File: config.mk
export PLATFORM = sky130hd
export DESIGN_NAME = rbsat_ctrl
export DESIGN_NICKNAME = d
export VERILOG_FILES = /design/src/hw/rtl/rbsat_pkg.sv /design/src/hw/rtl/rbsat_ctrl.sv
export SDC_FILE = /design/constraint.sdc
export NUM_CORES = 1
export LEC_CHECK = 0
export BUFFER_PORTS_ARGS = -buffer_cell sky130_fd_sc_hd__buf_2
export CAP_MARGIN = 15
export CORE_UTILIZATION = 50
export DETAILED_ROUTE_END_ITERATION = 8
export PLACE_DENSITY = 0.76
export SETUP_SLACK_MARGIN = 0.05
export SLEW_MARGIN = 0
export SYNTH_ARGS = -nofsm -noshare
export SYNTH_HDL_FRONTEND = slang
export SYNTH_SLANG_ARGS = --single-unit
File: constraint.sdc
create_clock -name clk -period 2.9 [get_ports clk]
set_clock_uncertainty 0.15 [all_clocks]
set_input_delay 0.87 -clock clk [delete_from_list [all_inputs] [get_ports clk]]
set_output_delay 0.87 -clock clk [all_outputs]
set_load 0.03 [all_outputs]
File: src/hw/rtl/rbsat_pkg.sv
// Shared types and constants for the red-black append tree block.
// Used by rbsat_ctrl, rbsat_dp and red_black_sorted_append_tree_core.
package rbsat_pkg;

	localparam int NODE_SLOTS_DEF = 256;

	localparam logic [1:0] KIND_START  = 2'd0;
	localparam logic [1:0] KIND_APPEND = 2'd1;
	localparam logic [1:0] KIND_READ   = 2'd2;

	typedef enum logic [4:0] {
		OP_NOP,
		OP_ACCEPT,
		OP_CLEAR,
		OP_INIT,
		OP_LINK,
		OP_RD_CUR,
		OP_GET_P,
		OP_GET_G,
		OP_GET_U,
		OP_REC_P,
		OP_ROT_P,
		OP_REC_U,
		OP_REC_G,
		OP_ROT1,
		OP_ROT2,
		OP_ROT3,
		OP_ROOT_BLACK,
		OP_RD_NODE,
		OP_RESULT
	} dp_op_t;

	typedef struct packed {
		logic [1:0] kind;
		logic       can_append;
		logic       last_valid;
		logic       par_valid;
		logic       black;
		logic       u_red;
	} dp_status_t;

endpackage

File: src/hw/rtl/rbsat_ctrl.sv
// Controller: sequences accept, append, insertion repair and node read.
// Depends on rbsat_pkg; drives rbsat_dp through op codes.
module rbsat_ctrl import rbsat_pkg::*; (
	input  logic       clk,
	input  logic       arst_n,
	input  logic       start,
	input  dp_status_t status,
	output dp_op_t     op,
	output logic       busy,
	output logic       done
);

	typedef enum logic [15:0] {
		S_IDLE = 16'h0001,
		S_DISP = 16'h0002,
		S_APP1 = 16'h0004,
		S_APP2 = 16'h0008,
		S_RCUR = 16'h0010,
		S_GETP = 16'h0020,
		S_GETG = 16'h0040,
		S_GETU = 16'h0080,
		S_CHKU = 16'h0100,
		S_RECU = 16'h0200,
		S_RECG = 16'h0400,
		S_ROT1 = 16'h0800,
		S_ROT2 = 16'h1000,
		S_ROT3 = 16'h2000,
		S_ROOT = 16'h4000,
		S_RDN  = 16'h8000
	} state_t;

	state_t state_q, state_d;
	logic   res_q;

	assign busy = (state_q != S_IDLE) || res_q;

	always_comb begin
		state_d = state_q;
		op = OP_NOP;
		unique case (state_q)
			S_IDLE: if (start && !res_q) begin
				op = OP_ACCEPT; state_d = S_DISP;
			end
			S_DISP: begin
				if (status.kind == KIND_START) begin
					op = OP_CLEAR; state_d = S_RDN;
				end else if (status.kind == KIND_APPEND && status.can_append)
					state_d = S_APP1;
				else
					state_d = S_RDN;
			end
			S_APP1: begin op = OP_INIT; state_d = S_APP2; end
			S_APP2: begin
				if (status.last_valid) op = OP_LINK;
				state_d = S_RCUR;
			end
			S_RCUR: begin op = OP_RD_CUR; state_d = S_GETP; end
			S_GETP: begin
				if (!status.par_valid) state_d = S_ROOT;
				else begin op = OP_GET_P; state_d = S_GETG; end
			end
			S_GETG: begin
				if (status.black || !status.par_valid) state_d = S_ROOT;
				else begin op = OP_GET_G; state_d = S_GETU; end
			end
			S_GETU: begin op = OP_GET_U; state_d = S_CHKU; end
			S_CHKU: begin
				if (status.u_red) begin op = OP_REC_P; state_d = S_RECU; end
				else begin op = OP_ROT_P; state_d = S_ROT1; end
			end
			S_RECU: begin op = OP_REC_U; state_d = S_RECG; end
			S_RECG: begin op = OP_REC_G; state_d = S_RCUR; end
			S_ROT1: begin op = OP_ROT1; state_d = S_ROT2; end
			S_ROT2: begin op = OP_ROT2; state_d = S_ROT3; end
			S_ROT3: begin op = OP_ROT3; state_d = S_ROOT; end
			S_ROOT: begin op = OP_ROOT_BLACK; state_d = S_RDN; end
			S_RDN: begin op = OP_RD_NODE; state_d = S_IDLE; end
			default: state_d = S_IDLE;
		endcase
		if (res_q) op = OP_RESULT;
	end

	// result capture runs in the cycle after the node read, then strobes
	always_ff @(posedge clk or negedge arst_n) begin
		if (!arst_n) begin
			state_q <= S_IDLE;
			res_q   <= 1'b0;
			done    <= 1'b0;
		end else begin
			state_q <= state_d;
			res_q   <= (state_q == S_RDN);
			done    <= res_q;
		end
	end

endmodule

# Word-level counts from Yosys, hierarchy flattened
# Cells that the tools add are included.
op_classes:
  n_eq_ne: 19
  n_mux: 15
  n_reduce_logical: 8
op_table:
  columns: ["cell", "count"]
  rows:
  - ["$pmux 16 s14", 1]
  - ["$pmux 5 s16", 1]
  - ["$mux 16", 3]
  - ["$mux 15", 2]
  - ["$eq 16x1->1 const B", 1]
  - ["$eq 16x10->1 const B", 1]
  - ["$eq 16x11->1 const B", 1]
  - ["$eq 16x12->1 const B", 1]
  - ["$eq 16x13->1 const B", 1]
  - ["$eq 16x14->1 const B", 1]
  - ["$eq 16x15->1 const B", 1]
  - ["$eq 16x16->1 const B", 1]
  - ["$eq 16x2->1 const B", 1]
  - ["$eq 16x3->1 const B", 1]
  - ["$eq 16x4->1 const B", 1]
  - ["$eq 16x5->1 const B", 1]
  - ["$eq 16x6->1 const B", 1]
  - ["$eq 16x7->1 const B", 1]
  - ["$eq 16x8->1 const B", 1]
  - ["$eq 16x9->1 const B", 1]
  - ["$ne 16x1->1 const B", 1]
  - ["$mux 12", 1]
  - ["$mux 3", 3]
  - ["$mux 5", 1]
  - ["other kinds (9)", 13]
totals:
  regBits: 18
  output_inout_bits: 7
  in_bits: 10
  elab_cells: 45

# Depth between registers and ports, before layout
# Gate-level depths: netlist of the first run.
logic_depth:
  word_depth: 5
  mapped_depth: 7
  mapped_depth_nobuf: 6

# Worst setup path before layout of the first run
# No wires, ideal clock.
synth_timing:
  kind: "reg2out"
  from: "reg state_q[0]"
  to: "out op[0]"
  setup_slack_ns: -0.496
  arrival_time_ns: 2.376
  required_time_ns: 1.880
  stages_incl_launch_ff: 8
  path_buffers: 1
  cell_sequence: "dfstp_2 > buf_6 > or4_1 > or4_1 > a21oi_2 > nor2_1 > a41oi_2 > a21boi_1"
synth_via:
  elab_chain_len: 3
  elab_cells_between_ends: 18
  classes_between: "16 x eq/ne; 2 x mux"
synth_lines:
  columns: ["element", "line", "rtl"]
  rows:
  - ["start, declared", "rbsat_ctrl.sv:32", "state_t state_q, state_d;"]
  - ["start signal, assigned", "rbsat_ctrl.sv:90", "state_q <= state_d;"]
  - ["$eq 16x16->1, or another cell as far along", "rbsat_ctrl.sv:40", "unique case (state_q)"]
  - ["$pmux 5 s16 (*)", "rbsat_ctrl.sv:40", null]
  - ["$mux 5 (*)", "rbsat_ctrl.sv:80", "if (res_q) op = OP_RESULT;"]
  - ["end, declared", "rbsat_ctrl.sv:8", "output dp_op_t op,"]
# Every way passes the cells marked *; elsewhere a longest branch is shown, timed or not.

# Worst setup path after layout of the first run
layout_timing:
  from: "reg state_q[1]"
  to: "out op[0]"
# The elaborated chain is that of the path after synthesis.

==> results.yml, run 1 <==
floorplanning:
  start_util_pct: 53.1
  row_count: 17
  die_h_um: 50.5
  ios: 17
  coreArea_um2: 2210
  dieArea_um2: 2550
  dieWidth_um: 50.5
worst_setup_path:
  reg2reg_depth: 5
  crit_path_cell_trace: "or4_4, or4_4, a21oi_4, nor2_2, a41oi_2, a21boi_4, buf_6"
  cp-start-kind: "flop"
  crit_fanout: 3
  crit_path_end_kind: "primary output"
  crit_path_max_incr_delay_ns: 0.55
  reg2reg_slack_ns: 0.67
  critical_path_depth: 7
  critical_path_class: "flop to primary output"
  crit_required_ns: 1.88
  r2r_end: "state_q[15]$_DFFE_PN0P_"
  crit_buf_inv: 1
  critPathTopFamily: "simple AND/OR/NAND/NOR gates"
  r2r_start: "state_q[2]$_DFFE_PN0P_"
  cp.arrival_ns: 2.55
  crit_start: "state_q[1]$_DFFE_PN0P_"
  worstSetupEndpoint: "op[0]"
  cpMostUsedCell: "or4_4"
  crit_slowest_cell: "or4_4"
sta:
  finalMaxSlewViolations: 0
  final_hold_viol_count: 0
  fin_setup_tns_ns: -2.14
  rsz0062_at_grt: "true"
  fin_crit_sh_pct: 123
  min_period_ns: 3.57
  holdWs_ns: 0.337
  tightest_slew_ns: 0.680
  relSlewSlack_pct: 54.5
  setup_violations: 6
  fmax_mhz: 280
  worst_slack_ns: -0.670
cts:
  path_clk_slew_ns: 0.11
  cts_sinks: 18
  cts_hold_buf: 0
  cts-buffers-inserted: 3
  cts_buffer_depth: 2
  insertion_delay_ns: 0.30
  cts_tree: "done"
  clockRootBuffer: "clkbuf_4"
  h-tree-depth: 1
place:
  dp.final_hpwl_mm: 2.89
  dp.cells: 212
  dpl-instance-area_um2: 1610
  routabilityCongestion: 1.06
  io_buffers: 16
route:
  drt-total-wl_mm: 4.53
  wl_per_cell_um: 20.0
  drtIter0Drc: 89
  dr.pass1.iters: 4
  avgViaCountPerCell: 6.42
  ant_nets: 0
  drc: 0
  vias: 1450
pwr:
  sequentialPowerShare_pct: 25.9
  power.switching_mw: 0.463
  p_leak_nw: 0.924
  switching_share_pct: 39.3
  p_int_mw: 0.714
  powerDensity_nw_per_um2: 622
  p_total_mw: 1.18
  clock_power_share_pct: 13.9
  ir_worst_vdd_mv: 0.552
  share_comb_of_total_power_pct: 60.2
cells_and_area:
  drive_gt1_share_pct: 54.5
  num_antenna_cells: 0
  final_cell_count_no_fill: 226
  multi_input_area_um2: 841
  final_cell_mix: "buf_4 (55), dfrtp_1 (12), buf_2 (10)"
  syn_to_final_growth_pct: 61.1
  mostFrequentLayoutCell: "buf_4"
  finalInstanceArea_um2: 1890
  regArea_um2: 458
  nets: 209
  n_fill_cell: 112
grt:
  grt_util_met3_pct: 7.27
  grt_pass1_wl_mm: 7.30
  grt.busiest_layer: "met2"
  grt_overflow: 0
  grt_antenna_before_repair: 0
  grtUsageMet1_pct: 45.7
  grt_pass1_vias: 1501
  grtUsageTotal_pct: 39.8
  grt_max_degree: 19
  met2_usage_pct: 69.8
yosys:
  synth_area_um2: 1170
  synth_seq_cells: 18
  ys_warn_count: 0
  seq_area_frac_synth_pct: 38.4
  synth_enable_flop_cells: 0
  syn-num-nets: 140
  synth_cell_types: 44
  avgSynthCellArea_um2: 9.04
  async_flop_share_pct: 100
  synthCells: 130
  synth_ff_type: "dfrtp_1"
status:
  violations: "negative setup slack"
  status: "finished, violations left"
min_path:
  hold_path.class: "input port to async pin"
run:
  max_cap_violations: 0
## per-stage QoR
| step | worst slack [ns] | util, % |
|---|---|---|
| 2_1_floorplan | -0.203 | - |
| 4_1_cts | -0.625 | 84.4 |
| 6_report | -0.670 | 85.6 |
| 5_1_grt | -0.704 | 85.6 |
| 3_5_place_dp | -0.368 | 72.9 |
| 3_3_place_gp | -0.252 | 72.9 |
## logic make-up after synthesis
group / share of synthesized area (%)
simple gates: 38.4
xor+xnor: 4.47
compound gates: 13.3
mux: 0.852
buf+inv: 4.47
flops: 38.4
## sequential cells by signal, summed over array words and instances (netlist names)
signal   cells
done         1
res_q        1
state_q     16
## power by group through the flow
stage	clock (mW)	sequential, mW	combinational (mW)
3_3_place_gp	0	0.301	0.502
2_1_floorplan	0	0.304	0.298
5_1_grt	0.171	0.306	0.742
3_5_place_dp	0	0.303	0.523
4_1_cts	0.162	0.302	0.647
6_report	0.164	0.305	0.709
## per-layer routing
layer / vias to the layer above / part of all wire, %
met4: 0 / 4.8
met2: 107 / 50
met5: - / 0
li1: 624 / -
met3: 32 / 8.9
met1: 687 / 37
## worst min path at each step
| stage | startpoint | depth (start not counted) | slack, ns | endpoint |
|---|---|---|---|---|
| floorplan | res_q$_DFF_PN0_ | 0 | 0.31 | done$_DFF_PN0_ |
| global placement | res_q$_DFF_PN0_ | 0 | 0.35 | done$_DFF_PN0_ |
| detailed placement | res_q$_DFF_PN0_ | 0 | 0.36 | done$_DFF_PN0_ |
| CTS | arst_n | 1 | 0.34 | state_q[12]$_DFFE_PN0P_ |
| global route | arst_n | 1 | 0.35 | state_q[14]$_DFFE_PN0P_ |
| finish | arst_n | 1 | 0.34 | state_q[12]$_DFFE_PN0P_ |
## final cells by class
| cell class | count | share of cell area (%) |
|---|---|---|
| tap | 28 | 1.85 |
| multi-input combinational | 103 | 44.4 |
| inverter | 4 | 0.793 |
| sequential | 18 | 24.2 |
| clock buffer | 4 | 1.92 |
| timing repair buffer | 69 | 26.8 |
## worst reg2reg max path, cell delays in order (launching register included)
cell and delay (ns):
dfrtp_1 0.45, nor4_4 0.34, nand3_1 0.16, or3_4 0.37, nor3b_1 0.44, o21bai_1 0.23
## what timing repair did
action | CTS | global route
setup endpoints to repair | 6 | 6
gates resized for setup | 35 | 7
pin swaps | 6 | 2
buffers inserted | 9 | 1
## synth_stat cells (2+ instances only)
cell	count	area, um^2
a21oi_1	5	25.0
and3_1	5	31.3
buf_6	2	22.5
clkbuf_1	2	7.51
dfrtp_1	17	425
inv_1	4	15.0
nand2_1	10	37.5
nand2b_1	3	18.8
nand3_1	6	30.0
nor2_1	12	45.0
nor2b_1	3	18.8
nor3_1	8	40.0
nor3b_1	2	15.0
nor4_1	2	12.5
nor4_2	4	50.1
nor4b_1	7	61.3
o21ai_0	2	10.0
o22ai_1	2	12.5
or3_1	4	25.0
or4_1	2	15.0
xnor2_1	2	17.5
xor2_1	4	35.0
(Power assumes the default switching activity.)
==> run 2: changes to the inputs <==
SKIP_CTS_REPAIR_TIMING = 1   (was not set)
==> run 2 against run 1 <==
  * The run still ends with negative setup slack left
  * Worst hold slack got worse by 0.017 ns
  * Non-clock buffer count fell by 3
  * Sequential share of layout area rose by 0.42 points
  * Power fell by 1.9%
  * Worst setup slack got worse by 0.0018 ns
  * Via count rose by 2.2%
  * Global-route usage fell by 8.2 points
  * Fmax barely moved
  * Combinational power fell by 4.1%
  * Flip-flop and latch count did not move
==> results.yml, run 2 (same netlist as run 1, synthesis figures left out) <==
route:
  drt-total-wl_mm: 4.63
  dr.pass1.iters: 6
  drtIter0Drc: 112
  wl_per_cell_um: 20.8
  vias: 1482
  ant_nets: 0
  drc: 0
  avgViaCountPerCell: 6.65
status:
  status: "finished, violations left"
  violations: "negative setup slack"
floorplanning:
  start_util_pct: 53.1
  row_count: 17
  ios: 17
  dieWidth_um: 50.5
  dieArea_um2: 2550
  die_h_um: 50.5
  coreArea_um2: 2210
worst_setup_path:
  crit_path_end_kind: "primary output"
  cp.arrival_ns: 2.55
  cp-start-kind: "flop"
  crit_fanout: 4
  critical_path_class: "flop to primary output"
  crit_required_ns: 1.88
sta:
  relSlewSlack_pct: 56.5
  fin_crit_sh_pct: 123
  finalMaxSlewViolations: 0
  rsz0062_at_grt: "true"
  fin_setup_tns_ns: -2.55
  tightest_slew_ns: 0.651
  setup_violations: 6
  min_period_ns: 3.57
  worst_slack_ns: -0.672
  final_hold_viol_count: 0
  fmax_mhz: 280
cells_and_area:
  mostFrequentLayoutCell: "buf_4"
  finalInstanceArea_um2: 1850
  nets: 206
  reg.largest.list: "state_q (16), done (1), res_q (1)"
  final_cell_mix: "buf_4 (51), dfrtp_1 (14), buf_2 (11)"
  syn_to_final_growth_pct: 57.5
  regMostFlops: "state_q"
  num_antenna_cells: 0
  drive_gt1_share_pct: 51.8
  largest_reg_flops: 16
run:
  max_cap_violations: 0
pwr:
  p_leak_nw: 0.915
  powerDensity_nw_per_um2: 624
  ir_worst_vdd_mv: 0.540
cts:
  cts_sinks: 18
  cts_tree: "done"
  cts-buffers-inserted: 3
  h-tree-depth: 1
  clockRootBuffer: "clkbuf_4"
  insertion_delay_ns: 0.31
  path_clk_slew_ns: 0.12
  cts_buffer_depth: 2
grt:
  grt_overflow: 0
  grtUsageTotal_pct: 31.7
  grt_max_degree: 19
  grt_antenna_before_repair: 0
  grt_pass1_vias: 1242
  grt_pass1_wl_mm: 5.82
place:
  io_buffers: 16
  routabilityCongestion: 1.06
  dp_slack_ns: -0.368
  dp.final_hpwl_mm: 2.89
  dpl-instance-area_um2: 1610
min_path:
  hold_path.class: "input port to async pin"
[run 2: power breakdown]
part | switching (mW) | internal [mW] | total, mW
registers | 0.0280 | 0.277 | 0.305
clock network | 0.0931 | 0.0768 | 0.170
logic | 0.331 | 0.349 | 0.680
total | 0.452 | 0.703 | 1.16
[run 2: layer usage]
layer  track usage, %  part of all wire [%]
met1             37.4                    34
met2             57.1                    48
met3             5.15                    11
met4             11.6                   6.4
met5                0                     0
[run 2: cell type report]
cell class | instances | area [um^2]
fill | 130 | 362
multi-input combinational | 103 | 826
inverter | 4 | 15.0
timing repair buffer | 66 | 483
tap | 28 | 35.0
clock buffer | 4 | 36.3
sequential | 18 | 455
[run 2: worst paths after layout]
check                                       start                      end  slack (ns)  depth (start not counted)
hold reg to reg                   res_q$_DFF_PN0_           done$_DFF_PN0_        0.41                          0
min in group clk                  res_q$_DFF_PN0_           done$_DFF_PN0_        0.41                          0
setup reg to reg           state_q[1]$_DFFE_PN0P_  state_q[15]$_DFFE_PN0P_        0.61                          6
setup / recovery           state_q[3]$_DFFE_PN0P_                    op[0]       -0.67                          7
max in group asynchronous                  arst_n   state_q[0]$_DFFE_PN1P_        1.96                          1
hold / removal                             arst_n  state_q[12]$_DFFE_PN0P_        0.32                          1
[run 2: stage by stage]
step / hold WS (ns) / cells / utilization, % / power [mW]
6_report: 0.319 / 223 / 83.7 / 1.16
5_1_grt: 0.337 / 223 / 83.7 / 1.20
4_1_cts: 0.341 / 216 / 74.5 / 0.987
3_5_place_dp: 0.356 / 212 / 72.9 / 0.826
3_3_place_gp: 0.355 / 212 / 72.9 / 0.802
2_1_floorplan: 0.307 / 130 / - / 0.602
[run 2: worst max-delay path: stages, from the launching register on]
cell and delay [ns]:
dfrtp_2 0.47, or4_4 0.50, or4_4 0.45, a21oi_4 0.15, nor2_2 0.06, a41oi_2 0.24
a21boi_4 0.22, buf_6 0.14
==> run 3: changes to the inputs <==
MAX_ROUTING_LAYER = met4   (was not set)
==> run 3 against run 2 <==
  * The flow still finishes with violations (negative setup slack)
  * Core utilization up 6.1 points
  * Flip-flop and latch count is the same
  * Count of clock-buffer cells in the layout did not move
  * Final cell count rose by 5.8%
  * First-iteration DRC count is 35% lower
  * Worst hold slack better by 0.0033 ns
  * Wire length increased by 2.3%
  * Clock power is 15% lower
  * Critical path type unchanged
  * Largest power group unchanged
==> results.yml, run 3 (same netlist as run 1, synthesis figures left out) <==
place:
  dpl-instance-area_um2: 1690
  dp.cells: 222
  routabilityCongestion: 0.953
  dp.final_hpwl_mm: 2.94
  io_buffers: 16
cells_and_area:
  num_antenna_cells: 0
  finalInstanceArea_um2: 1980
  final_cell_mix: "buf_4 (59), dfrtp_1 (14), buf_2 (10), buf_6 (10)"
  regMostFlops: "state_q"
  final_cell_count_no_fill: 236
  nets: 219
  drive_gt1_share_pct: 54.8
  reg.largest.list: "state_q (16), done (1), res_q (1)"
  largest_reg_flops: 16
  n_fill_cell: 98
  mostFrequentLayoutCell: "buf_4"
  syn_to_final_growth_pct: 68.9
grt:
  grt_pass1_vias: 1301
  grt_max_degree: 19
  grt_pass1_wl_mm: 6.22
  grt_antenna_before_repair: 0
  grtUsageTotal_pct: 34.6
  grt_overflow: 0
cts:
  path_clk_slew_ns: 0.12
  cts_sinks: 18
  cts_tree: "done"
  clockRootBuffer: "clkbuf_4"
  insertion_delay_ns: 0.31
  cts-buffers-inserted: 3
  h-tree-depth: 1
  cts_buffer_depth: 2
pwr:
  ir_worst_vdd_mv: 0.538
  p_leak_nw: 0.985
  p_total_mw: 1.22
  powerDensity_nw_per_um2: 614
route:
  drc: 0
  drt-total-wl_mm: 4.73
  drtIter0Drc: 73
  avgViaCountPerCell: 6.26
  ant_nets: 0
  wl_per_cell_um: 20.1
  vias: 1477
  dr.pass1.iters: 4
floorplanning:
  dieWidth_um: 50.5
  start_util_pct: 53.1
  dieArea_um2: 2550
  die_h_um: 50.5
  ios: 17
  row_count: 17
  coreArea_um2: 2210
status:
  violations: "negative setup slack"
  status: "finished, violations left"
sta:
  min_period_ns: 3.50
  final_hold_viol_count: 0
  setup_violations: 6
  tightest_slew_ns: 0.575
  finalMaxSlewViolations: 0
  relSlewSlack_pct: 61.6
  fin_crit_sh_pct: 121
  fmax_mhz: 286
  holdWs_ns: 0.323
  rsz0062_at_grt: "true"
  worst_slack_ns: -0.597
  fin_setup_tns_ns: -2.42
worst_setup_path:
  cp.arrival_ns: 2.48
  r2r_start: "state_q[10]$_DFFE_PN0P_"
  cp-start-kind: "flop"
  crit_path_end_kind: "primary output"
  crit_required_ns: 1.88
  reg2reg_depth: 9
  reg2reg_slack_ns: 0.58
  crit_fanout: 2
  critical_path_class: "flop to primary output"
  r2r_end: "state_q[0]$_DFFE_PN1P_"
run:
  max_cap_violations: 0
min_path:
  hold_path.class: "input port to async pin"
## run 3: changes by cell type in the layout (fill, tap and decap cells not counted), moves of 2 or more
cell	previous run	this run
nor2_4	0	3
nor2_2	3	1
buf_6	4	10
buf_4	51	59
nand2_4	0	2
## run 3: layout make-up
class / count / area [um^2] / share of cell area, %
Multi-Input combinational cell: 103 / 847 / 42.7
Timing Repair Buffer: 79 / 606 / 30.5
Sequential cell: 18 / 455 / 23.0
Tap cell: 28 / 35.0 / 1.77
Clock buffer: 4 / 26.3 / 1.32
Inverter: 4 / 15.0 / 0.757
## run 3: through the flow
| step | worst slack, ns | utilization, % |
|---|---|---|
| after CTS | -0.635 | 77.4 |
| after detailed placement | -0.262 | 76.2 |
| final | -0.597 | 89.7 |
| after global routing | -0.699 | 89.7 |
| after floorplan | -0.203 | - |
| after global placement | -0.226 | 76.2 |
## run 3: critical path, stage by stage, from the launching register on
cell and delay, ns:
dfrtp_1 0.42, or4_4 0.55, or4_1 0.44, a21oi_2 0.17, nor2_1 0.09, a41oi_2 0.16
a21boi_4 0.20, buf_6 0.14
## run 3: layer usage
layer  global-route usage (%)  wire [um]  vias up
met4                     7.41        174        0
met3                     5.45        372       28
met2                     59.3       2300       86
met5                        -          0        -
li1                         -          -      644
met1                     43.0       1890      719
## run 3: worst max-delay path by stage
stage,startpoint,endpoint,slack (ns),depth (start not counted)
floorplan,state_q[0]$_DFFE_PN1P_,op[0],-0.20,7
global placement,state_q[1]$_DFFE_PN0P_,op[2],-0.23,7
detailed placement,state_q[1]$_DFFE_PN0P_,op[0],-0.26,7
CTS,state_q[1]$_DFFE_PN0P_,op[0],-0.64,7
global route,state_q[1]$_DFFE_PN0P_,op[0],-0.70,9
finish,state_q[1]$_DFFE_PN0P_,op[2],-0.60,7
## run 3: where the power goes
group	internal (mW)	switching, mW	leakage [nW]
Sequential	0.277	0.0286	0.242
Combinational	0.401	0.367	0.728
Clock	0.0537	0.0908	0.0150
